### src/rtl/bqs_pkg.sv
// bqs_pkg: shared types and codes for the bounded queue of stacks
// used by every rtl file of the block but bqs_ram; no dependencies
`timescale 1ns / 1ps

package bqs_pkg;

  // fixed field widths
  localparam int TAG_W = 16;
  localparam int CFG_W = 5;

  // command codes
  localparam logic CMD_STORE    = 1'b0;
  localparam logic CMD_DISPATCH = 1'b1;

  // configuration register indexes
  localparam logic CFG_STACK_COUNT  = 1'b0;
  localparam logic CFG_STACK_HEIGHT = 1'b1;

  // reset value of both limit registers
  localparam logic [CFG_W-1:0] LIMIT_RESET = 5'd16;

  // status of one item as it leaves the control stage
  typedef struct packed {
    logic ok;
    logic tag_vld;
    logic is_empty;
    logic is_full;
  } bqs_res_t;

  // one finished result item
  typedef struct packed {
    logic             ok;
    logic [TAG_W-1:0] tag;
    logic             is_empty;
    logic             is_full;
  } bqs_out_t;

endpackage

### src/rtl/bqs_ram.sv
// bqs_ram: generic one-write one-read ram with registered read data
// no dependencies
`timescale 1ns / 1ps

module bqs_ram #(
  parameter int WIDTH = 16,
  parameter int DEPTH = 16,
  parameter int AW    = (DEPTH > 1) ? $clog2(DEPTH) : 1
) (
  input  logic             clk,
  input  logic             we,
  input  logic [AW-1:0]    waddr,
  input  logic [WIDTH-1:0] wdata,
  input  logic [AW-1:0]    raddr,
  output logic [WIDTH-1:0] rdata
);

  logic [WIDTH-1:0] mem [0:DEPTH-1];
  logic [WIDTH-1:0] rdata_r;

  // write port
  always_ff @(posedge clk) begin
    if (we) begin
      mem[waddr] <= wdata;
    end
  end

  // registered read, old data on a same-address write
  always_ff @(posedge clk) begin
    rdata_r <= mem[raddr];
  end

  assign rdata = rdata_r;

endmodule

### src/rtl/bqs_ctrl.sv
// bqs_ctrl: limit registers, ring pointers, fill tracking and slot addressing
// depends on bqs_pkg and bqs_ram (per-stack fill store)
`timescale 1ns / 1ps

module bqs_ctrl import bqs_pkg::*; #(
  parameter int MAX_STACKS = 16,
  parameter int MAX_HEIGHT = 16,
  parameter int AW = (MAX_STACKS * MAX_HEIGHT > 1) ? $clog2(MAX_STACKS * MAX_HEIGHT) : 1
) (
  input  logic             clk,
  input  logic             rst_n,
  input  logic             in_accept,
  input  logic             in_command,
  input  logic [TAG_W-1:0] in_tag,
  input  logic             cfg_we,
  input  logic             cfg_index,
  input  logic [CFG_W-1:0] cfg_wdata,
  output logic             slot_we,
  output logic [AW-1:0]    slot_waddr,
  output logic [TAG_W-1:0] slot_wdata,
  output logic [AW-1:0]    slot_raddr,
  output logic             res_valid,
  output bqs_res_t         res
);

  localparam int SW = (MAX_STACKS > 1) ? $clog2(MAX_STACKS) : 1;
  localparam int CW = $clog2(MAX_STACKS + 1);
  localparam int FW = $clog2(MAX_HEIGHT + 1);

  logic [CFG_W-1:0] cnt_lim_r, hgt_lim_r;
  logic [SW-1:0]    front_r, front_nxt, back_r, back_nxt, new_back;
  logic [CW-1:0]    count_r, count_nxt, clim;
  logic [FW-1:0]    front_fill_r, front_fill_nxt, back_fill_r, back_fill_nxt;
  logic [FW-1:0]    hlim, pop_fill, pre_fill, fill_rdata, byp_fill_r;
  logic [SW-1:0]    fill_raddr;
  logic             fill_we, byp_r, need_open, ok;
  logic             res_valid_r;
  bqs_res_t         res_r;

  function automatic logic [SW-1:0] ring_inc(input logic [SW-1:0] i);
    if (i == SW'(MAX_STACKS - 1)) begin
      return '0;
    end
    return i + 1'b1;
  endfunction

  // limit registers
  always_ff @(posedge clk) begin
    if (!rst_n) begin
      cnt_lim_r <= LIMIT_RESET;
      hgt_lim_r <= LIMIT_RESET;
    end else if (cfg_we) begin
      unique case (cfg_index)
        CFG_STACK_COUNT:  cnt_lim_r <= cfg_wdata;
        CFG_STACK_HEIGHT: hgt_lim_r <= cfg_wdata;
      endcase
    end
  end

  // clamp limits: zero acts as one, above the maximum acts as the maximum
  always_comb begin
    if (cnt_lim_r == '0) begin
      clim = CW'(1);
    end else if (32'(cnt_lim_r) > MAX_STACKS) begin
      clim = CW'(MAX_STACKS);
    end else begin
      clim = CW'(cnt_lim_r);
    end
    if (hgt_lim_r == '0) begin
      hlim = FW'(1);
    end else if (32'(hgt_lim_r) > MAX_HEIGHT) begin
      hlim = FW'(MAX_HEIGHT);
    end else begin
      hlim = FW'(hgt_lim_r);
    end
  end

  // fill store: closed stacks keep their fill here; the stack behind the
  // front is read ahead every cycle so a retiring front finds its successor
  assign fill_raddr = ring_inc(front_nxt);

  bqs_ram #(
    .WIDTH(FW),
    .DEPTH(MAX_STACKS),
    .AW   (SW)
  ) u_fill_ram (
    .clk  (clk),
    .we   (fill_we),
    .waddr(back_r),
    .wdata(back_fill_r),
    .raddr(fill_raddr),
    .rdata(fill_rdata)
  );

  // forward a fill written at the same edge as its read-ahead
  always_ff @(posedge clk) begin
    byp_r      <= fill_we && (back_r == fill_raddr);
    byp_fill_r <= back_fill_r;
  end

  assign pre_fill = byp_r ? byp_fill_r : fill_rdata;

  // next state for one item
  always_comb begin
    front_nxt      = front_r;
    back_nxt       = back_r;
    count_nxt      = count_r;
    front_fill_nxt = front_fill_r;
    back_fill_nxt  = back_fill_r;
    new_back       = (count_r == '0) ? front_r : ring_inc(back_r);
    need_open      = (count_r == '0) || (back_fill_r >= hlim);
    pop_fill       = front_fill_r - 1'b1;
    fill_we        = 1'b0;
    slot_we        = 1'b0;
    slot_waddr     = AW'(back_r) * AW'(MAX_HEIGHT) + AW'(back_fill_r);
    slot_raddr     = AW'(front_r) * AW'(MAX_HEIGHT) + AW'(pop_fill);
    ok             = 1'b0;
    if (in_accept) begin
      if (in_command == CMD_STORE) begin
        if (need_open && (count_r >= clim)) begin
          ok = 1'b0;
        end else if (need_open) begin
          // close the back stack and open a new one
          fill_we       = (count_r != '0);
          back_nxt      = new_back;
          back_fill_nxt = FW'(1);
          if (count_r == '0) begin
            front_fill_nxt = FW'(1);
          end
          count_nxt  = count_r + 1'b1;
          slot_we    = 1'b1;
          slot_waddr = AW'(new_back) * AW'(MAX_HEIGHT);
          ok         = 1'b1;
        end else begin
          // push onto the open back stack
          back_fill_nxt = back_fill_r + 1'b1;
          if (count_r == CW'(1)) begin
            front_fill_nxt = back_fill_r + 1'b1;
          end
          slot_we = 1'b1;
          ok      = 1'b1;
        end
      end else if (count_r != '0) begin
        // pop the front stack, retire it once empty
        ok = 1'b1;
        if (pop_fill == '0) begin
          front_nxt      = ring_inc(front_r);
          count_nxt      = count_r - 1'b1;
          front_fill_nxt = (count_r == CW'(2)) ? back_fill_r : pre_fill;
        end else begin
          front_fill_nxt = pop_fill;
          if (count_r == CW'(1)) begin
            back_fill_nxt = pop_fill;
          end
        end
      end
    end
  end

  assign slot_wdata = in_tag;

  // state registers and status of the item
  always_ff @(posedge clk) begin
    if (!rst_n) begin
      front_r     <= '0;
      back_r      <= '0;
      count_r     <= '0;
      res_valid_r <= 1'b0;
    end else begin
      front_r     <= front_nxt;
      back_r      <= back_nxt;
      count_r     <= count_nxt;
      res_valid_r <= in_accept;
    end
  end

  always_ff @(posedge clk) begin
    front_fill_r   <= front_fill_nxt;
    back_fill_r    <= back_fill_nxt;
    res_r.ok       <= ok;
    res_r.tag_vld  <= ok && (in_command == CMD_DISPATCH);
    res_r.is_empty <= (count_nxt == '0);
    res_r.is_full  <= (count_nxt != '0) && (count_nxt >= clim) && (back_fill_nxt >= hlim);
  end

  assign res_valid = res_valid_r;
  assign res       = res_r;

endmodule

### src/rtl/bqs_outq.sv
// bqs_outq: two-entry result queue that parts the block from a stalling receiver
// depends on bqs_pkg
`timescale 1ns / 1ps

module bqs_outq import bqs_pkg::*; (
  input  logic             clk,
  input  logic             rst_n,
  input  logic             res_valid,
  input  bqs_res_t         res,
  input  logic [TAG_W-1:0] rdata,
  input  logic             out_stall,
  output logic             out_valid,
  output logic             out_accepted,
  output logic [TAG_W-1:0] out_tag_out,
  output logic             out_is_empty,
  output logic             out_is_full,
  output logic             in_stall
);

  bqs_out_t   q_r [0:1];
  bqs_out_t   head, entry;
  logic       rd_ptr_r, wr_ptr_r;
  logic [1:0] cnt_r;
  logic [2:0] held;
  logic       deq;

  assign deq = (cnt_r != '0) && !out_stall;

  // build the item: tag reads as zero unless a dispatch succeeded
  always_comb begin
    entry.ok       = res.ok;
    entry.tag      = res.tag_vld ? rdata : '0;
    entry.is_empty = res.is_empty;
    entry.is_full  = res.is_full;
  end

  always_ff @(posedge clk) begin
    if (res_valid) begin
      q_r[wr_ptr_r] <= entry;
    end
  end

  // pointers and occupancy
  always_ff @(posedge clk) begin
    if (!rst_n) begin
      rd_ptr_r <= 1'b0;
      wr_ptr_r <= 1'b0;
      cnt_r    <= '0;
    end else begin
      if (res_valid) begin
        wr_ptr_r <= ~wr_ptr_r;
      end
      if (deq) begin
        rd_ptr_r <= ~rd_ptr_r;
      end
      cnt_r <= cnt_r + 2'(res_valid) - 2'(deq);
    end
  end

  // hold off new items when the in-flight one would find no entry
  assign held     = 3'(cnt_r) + 3'(res_valid) - 3'(deq);
  assign in_stall = (held > 3'd1);

  assign head         = q_r[rd_ptr_r];
  assign out_valid    = (cnt_r != '0);
  assign out_accepted = head.ok;
  assign out_tag_out  = head.tag;
  assign out_is_empty = head.is_empty;
  assign out_is_full  = head.is_full;

endmodule

### src/rtl/bounded_queue_of_stacks_top.sv
// bounded_queue_of_stacks_top: FIFO queue of LIFO tag stacks, top level
// depends on bqs_pkg, bqs_ram, bqs_ctrl and bqs_outq
`timescale 1ns / 1ps

// Usage:
//   input channel: in_valid / in_stall carry one item (in_command, in_tag_in);
//   command store pushes the tag onto the back stack, dispatch pops the front.
//   result channel: out_valid / out_stall carry one result per item
//   (out_accepted, out_tag_out, out_is_empty, out_is_full).
//   cfg_we / cfg_index / cfg_wdata write the stack count and height limits;
//   write them only while no item is in flight.
// Timing:
//   one item per cycle sustained while in_stall stays low; every item touches
//   one tag slot and one fill entry, and the tag ram read and state update
//   happen at the edge that takes the item. Its result is registered in the
//   control stage, then written into the result queue that drives out_valid.
// Stall:
//   a two-entry result queue absorbs the receiver's stall; in_stall rises only
//   when that queue and the item in flight would overflow it.
// Reset:
//   rst_n low empties the queue of stacks and the result queue and sets both
//   limits to 16; tag and fill memories are not cleared and need no sweep.

module bounded_queue_of_stacks_top import bqs_pkg::*; #(
  parameter int MAX_STACKS = 16,
  parameter int MAX_HEIGHT = 16
) (
  input  logic             clk,
  input  logic             rst_n,
  input  logic             in_valid,
  output logic             in_stall,
  input  logic             in_command,
  input  logic [TAG_W-1:0] in_tag_in,
  output logic             out_valid,
  input  logic             out_stall,
  output logic             out_accepted,
  output logic [TAG_W-1:0] out_tag_out,
  output logic             out_is_empty,
  output logic             out_is_full,
  input  logic             cfg_we,
  input  logic             cfg_index,
  input  logic [CFG_W-1:0] cfg_wdata
);

  localparam int SLOTS = MAX_STACKS * MAX_HEIGHT;
  localparam int AW    = (SLOTS > 1) ? $clog2(SLOTS) : 1;

  logic             in_accept;
  logic             slot_we;
  logic [AW-1:0]    slot_waddr, slot_raddr;
  logic [TAG_W-1:0] slot_wdata, slot_rdata;
  logic             res_valid;
  bqs_res_t         res;

  assign in_accept = in_valid && !in_stall;

  // pointers, fills and limits
  bqs_ctrl #(
    .MAX_STACKS(MAX_STACKS),
    .MAX_HEIGHT(MAX_HEIGHT),
    .AW        (AW)
  ) u_ctrl (
    .clk       (clk),
    .rst_n     (rst_n),
    .in_accept (in_accept),
    .in_command(in_command),
    .in_tag    (in_tag_in),
    .cfg_we    (cfg_we),
    .cfg_index (cfg_index),
    .cfg_wdata (cfg_wdata),
    .slot_we   (slot_we),
    .slot_waddr(slot_waddr),
    .slot_wdata(slot_wdata),
    .slot_raddr(slot_raddr),
    .res_valid (res_valid),
    .res       (res)
  );

  // tag slots, one row per stack
  bqs_ram #(
    .WIDTH(TAG_W),
    .DEPTH(SLOTS),
    .AW   (AW)
  ) u_slot_ram (
    .clk  (clk),
    .we   (slot_we),
    .waddr(slot_waddr),
    .wdata(slot_wdata),
    .raddr(slot_raddr),
    .rdata(slot_rdata)
  );

  // result queue
  bqs_outq u_outq (
    .clk         (clk),
    .rst_n       (rst_n),
    .res_valid   (res_valid),
    .res         (res),
    .rdata       (slot_rdata),
    .out_stall   (out_stall),
    .out_valid   (out_valid),
    .out_accepted(out_accepted),
    .out_tag_out (out_tag_out),
    .out_is_empty(out_is_empty),
    .out_is_full (out_is_full),
    .in_stall    (in_stall)
  );

endmodule

### config.mk
export PLATFORM = sky130hd
export DESIGN_NAME = bounded_queue_of_stacks_top
export DESIGN_NICKNAME = d
export VERILOG_FILES = /design/src/rtl/bqs_pkg.sv /design/src/rtl/bqs_ram.sv /design/src/rtl/bqs_ctrl.sv /design/src/rtl/bqs_outq.sv /design/src/rtl/bounded_queue_of_stacks_top.sv
export SDC_FILE = /design/constraint.sdc
export NUM_CORES = 2
export LEC_CHECK = 0
export BUFFER_PORTS_ARGS = -buffer_cell sky130_fd_sc_hd__buf_2
export CAP_MARGIN = 25
export CORE_ASPECT_RATIO = 1.75
export CORE_MARGIN = 3
export CORE_UTILIZATION = 56
export DETAILED_ROUTE_END_ITERATION = 8
export MAX_ROUTING_LAYER = met4
export PLACE_DENSITY_LB_ADDON = 0.2
export REMOVE_ABC_BUFFERS = 1
export SKIP_CTS_REPAIR_TIMING = 1
export SYNTH_ARGS = -nofsm -noshare
export SYNTH_HDL_FRONTEND = slang
export SYNTH_MEMORY_MAX_BITS = 65536
export SYNTH_SLANG_ARGS = --single-unit
### constraint.sdc
create_clock -name clk -period 5.95 [get_ports clk]
set_input_delay 1.19 -clock clk [delete_from_list [all_inputs] [get_ports clk]]
set_output_delay 1.19 -clock clk [all_outputs]
set_load 0.02 [all_outputs]
==> tab_implementation.tex <==
\begin{tabular}{lr}
\hline
Metric & Value \\
\hline
\multicolumn{2}{l}{\textbf{Setup path}} \\
\quad Cells on worst reg2reg path & 16 \\
\quad Slowest Stage Delay on Critical Path & 0.87 ns \\
\quad CP cell instances & or2\_2, nor2b\_1, ha\_1, inv\_1, ha\_1, inv\_1, fa\_1, xnor2\_1, and3\_1, nand2b\_1, nor3\_1, o31ai\_1, o21ai\_4, buf\_4, nor3\_2, buf\_4 \\
\quad Critical Path Source Type & flip-flop \\
\quad Cell family with most CP delay & simple AND/OR/NAND/NOR gates \\
\quad Critical Path Sink Type & flip-flop \\
\quad Largest fanout of any net on the critical path & 25 \\
\quad Category of the most critical setup path & reg2reg \\
\quad Number of buffer and inverter stages on the critical path & 4 \\
\quad Signal arrival time at the worst endpoint & 5.67 ns \\
\quad Cell depth of the worst setup path & 16 \\
\quad Slowest cell on crit path & o21ai\_4 \\
\quad Critical path required time & 6.55 ns \\
\multicolumn{2}{l}{\textbf{CTS}} \\
\quad Number of sinks driven by the clock tree & 4284 \\
\quad CTS H-tree depth & 5 \\
\quad Number of buffers created by CTS & 368 \\
\quad Buffer cell driving the clock tree root & clkbuf\_16 \\
\quad Bufs on Longest Clock Path & 4 \\
\quad Clock tree from TritonCTS & yes \\
\quad CTS clock-pin slew for the worst setup and hold paths & 0.07 ns \\
\quad Clk Latency, worst-skew pair & 0.92 ns \\
\multicolumn{2}{l}{\textbf{Timing}} \\
\quad Smallest hold slack & 0.436 ns \\
\quad Share of the cycle needed by the critical path after routing & 85.1\% \\
\quad Worst relative slew slack & -0.123\% \\
\quad Fmax & 197 MHz \\
\quad Final count of negative-setup-slack endpoints & 0 \\
\quad Layout Skew & 0.0517 ns \\
\quad Worst Tran Pin Value & 1.50 ns \\
\quad RSZ-0062 raised after global routing & no \\
\quad Total negative slack for setup checks & 0 ns \\
\quad Tmin final & 5.07 ns \\
\quad Max-slew violation count & 8 \\
\quad Number of hold violations in the final report & 0 \\
\multicolumn{2}{l}{\textbf{Pwr}} \\
\quad Pleak & 57.5 nW \\
\quad Pwr Density & 435 nW/um\^{}2 \\
\quad Total design power & 81.0 mW \\
\quad IR Drop Worst-Case VDD & 0.334 mV \\
\multicolumn{2}{l}{\textbf{GRT}} \\
\quad Via count of the first global-routing pass & 76.9k \\
\quad Remaining global-route overflow & 0 \\
\quad Antenna violations before repair & 17 \\
\quad Global-route usage over all layers & 28.0\% \\
\quad Wire length of the first global-routing pass & 581 mm \\
\quad Largest net degree at the start of global routing & 205 \\
\multicolumn{2}{l}{\textbf{Die}} \\
\quad Die Width & 416 um \\
\quad Std-Cell Rows & 263 \\
\quad Area of the die & 301000 sq um \\
\quad Number of I/O pins & 49 \\
\quad Placeable core region & 293000 sq um \\
\quad Height of the die & 724 um \\
\quad Starting density of the core & 56.2\% \\
\multicolumn{2}{l}{\textbf{Place}} \\
\quad Count of input and output buffers & 48 \\
\quad Routability-driven placement congestion ratio & 0.897 \\
\quad HPWL Detailed & 252 mm \\
\multicolumn{2}{l}{\textbf{Route}} \\
\quad Total number of vias & 74.9k \\
\quad DRC Markers & 0 \\
\quad Post-DR wirelength/cell & 35.2 um \\
\quad Count of TritonRoute iterations in the first routing pass & 7 \\
\quad Detail Route Antenna Nets & 0 \\
\quad Number of violations reported at the end of detailed-routing iteration 0 & 8857 \\
\quad Wire length reported by the detailed router & 404 mm \\
\quad Vias per cell & 6.53 \\
\multicolumn{2}{l}{\textbf{Worst hold path}} \\
\quad Worst hold path type & reg2reg \\
\quad Count of cells along the worst hold path & 0 \\
\multicolumn{2}{l}{\textbf{Logic synthesis}} \\
\quad Commonest cells post-synth & edfxtp\_1 (4219), mux4\_2 (1380), clkbuf\_1 (295), nor2\_1 (176), nor3\_1 (150) \\
\quad Number of distinct library cells after synthesis & 61 \\
\quad Dominant cell type by area after synthesis & edfxtp\_1 \\
\quad Most repeated cell in the gate-level netlist after synthesis & edfxtp\_1 \\
\quad Warning count from the yosys run & 0 \\
\quad Number of enable flip-flop cells after synthesis & 4219 \\
\quad Most common flop cell mapped by yosys & edfxtp\_1 \\
\quad \#FFs+latches synth & 4284 \\
\quad Top cell type's share of synthesized area & 76.8\% \\
\quad Post-synth ARST share & 0\% \\
\quad Number of standard cells after synthesis & 6808 \\
\quad Sequential share of the synthesized area & 77.6\% \\
\quad Cell area after technology mapping & 165000 sq um \\
\quad Average cell area after synthesis & 24.2 sq um \\
\quad Largest cells by area after synthesis & edfxtp\_1 (77\%), mux4\_2 (19\%), dfxtp\_1 (0.79\%) \\
\multicolumn{2}{l}{\textbf{Final layout}} \\
\quad Footprint of the flip-flops and latches & 128000 sq um \\
\quad FILL cells & 18.8k \\
\quad P\&R area growth vs syn & 12.8\% \\
\quad Fraction of final layout cells sized beyond drive strength 1 & 35.3\% \\
\quad Net count of the finished layout & 7386 \\
\quad Footprint of the multi-input gates & 36400 sq um \\
\multicolumn{2}{l}{\textbf{Status}} \\
\quad Outcome & complete, but fails checks \\
\quad Violations in the final reports & slew limit \\
\multicolumn{2}{l}{\textbf{Flow run}} \\
\quad Max-cap violation count & 0 \\
\hline
\end{tabular}
==> registers in the layout, indices dropped and copies added, names as in the netlist, 5 cells and up, named ones only <==
signal,count
u_ctrl.hgt_lim_r,5
u_ctrl.front_fill_r,5
u_slot_ram.rdata,16
u_ctrl.u_fill_ram.rdata,5
u_ctrl.cnt_lim_r,5
u_outq.q_r,38
u_ctrl.byp_fill_r,5
u_ctrl.count_r,5
u_ctrl.back_fill_r,5
u_ctrl.u_fill_ram.mem,80
u_slot_ram.mem,4096
==> cell usage in the layout (no fill, tap or decap), types with 62 or more instances in the layout <==
cell and instances:
dfxtp_1 65, clkbuf_16 377, buf_4 406, buf_12 64
mux4_2 1380, clkbuf_1 62, nor2_1 106, nor2_2 69
nand2_1 75, clkinv_2 68, edfxtp_1 4219, nor3_2 132
clkinv_1 69
==> power by group <==
part / switching (mW) / total (mW) / internal, mW
clock: 10.7 / 24.0 / 13.3
combinational: 13.5 / 23.3 / 9.78
sequential: 0.170 / 33.7 / 33.5
==> metal layers <==
metal / share of wire [%] / GRT usage (%)
met1: 36 / 35.2
met2: 52 / 46.2
met3: 7.0 / 3.91
met4: 5.5 / 12.6
met5: 0 / -
==> cells by family (layout without fill, tap and decap cells) <==
logic type      after synthesis  after routing  synth area share (%)
buf+inv                     408           1216                 0.949
mux                        1416           1416                  19.1
xor+xnor                     20             20                 0.106
simple gates                533            533                  1.51
other cells                   0             19                     0
fa+ha+maj                    40             40                 0.308
flops                      4284           4284                  77.6
compound gates              107            107                 0.412
==> metrics by stage <==
| stage | utilization, % | cells | worst slack (ns) | instance area, sq um |
|---|---|---|---|---|
| after detailed placement | 59.3 | 10800 | 0.335 | 174000 |
| after CTS | 63.4 | 11500 | 0.878 | 186000 |
| after global placement | 59.3 | 10800 | 0.328 | 174000 |
| final | 63.5 | 11500 | 0.884 | 186000 |
| after global routing | 63.5 | 11500 | 0.668 | 186000 |
| after floorplan | - | 6426 | -59.35 | 163000 |
==> area by class of cell <==
cell class | count | area share, %
sequential | 4284 | 68.8
multi-input combinational | 2116 | 19.5
clock buffer | 443 | 5.22
timing repair buffer | 522 | 2.59
tap | 3842 | 2.58
clock inverter | 225 | 1.20
inverter | 26 | 0.0525
antenna | 19 | 0.0256
==> path summary, 6_finish.rpt <==
check	from	slack [ns]	endpoint
setup / recovery	u_outq.cnt_r[1]	0.88	u_slot_ram.mem[170][8]
hold / removal	u_ctrl.res[0]	0.44	u_outq.q_r[0][0]
setup reg to reg	u_outq.cnt_r[1]	0.88	u_slot_ram.mem[170][8]
hold reg to reg	u_ctrl.res[0]	0.44	u_outq.q_r[0][0]
No activity file was read; power rests on OpenSTA's default activity.
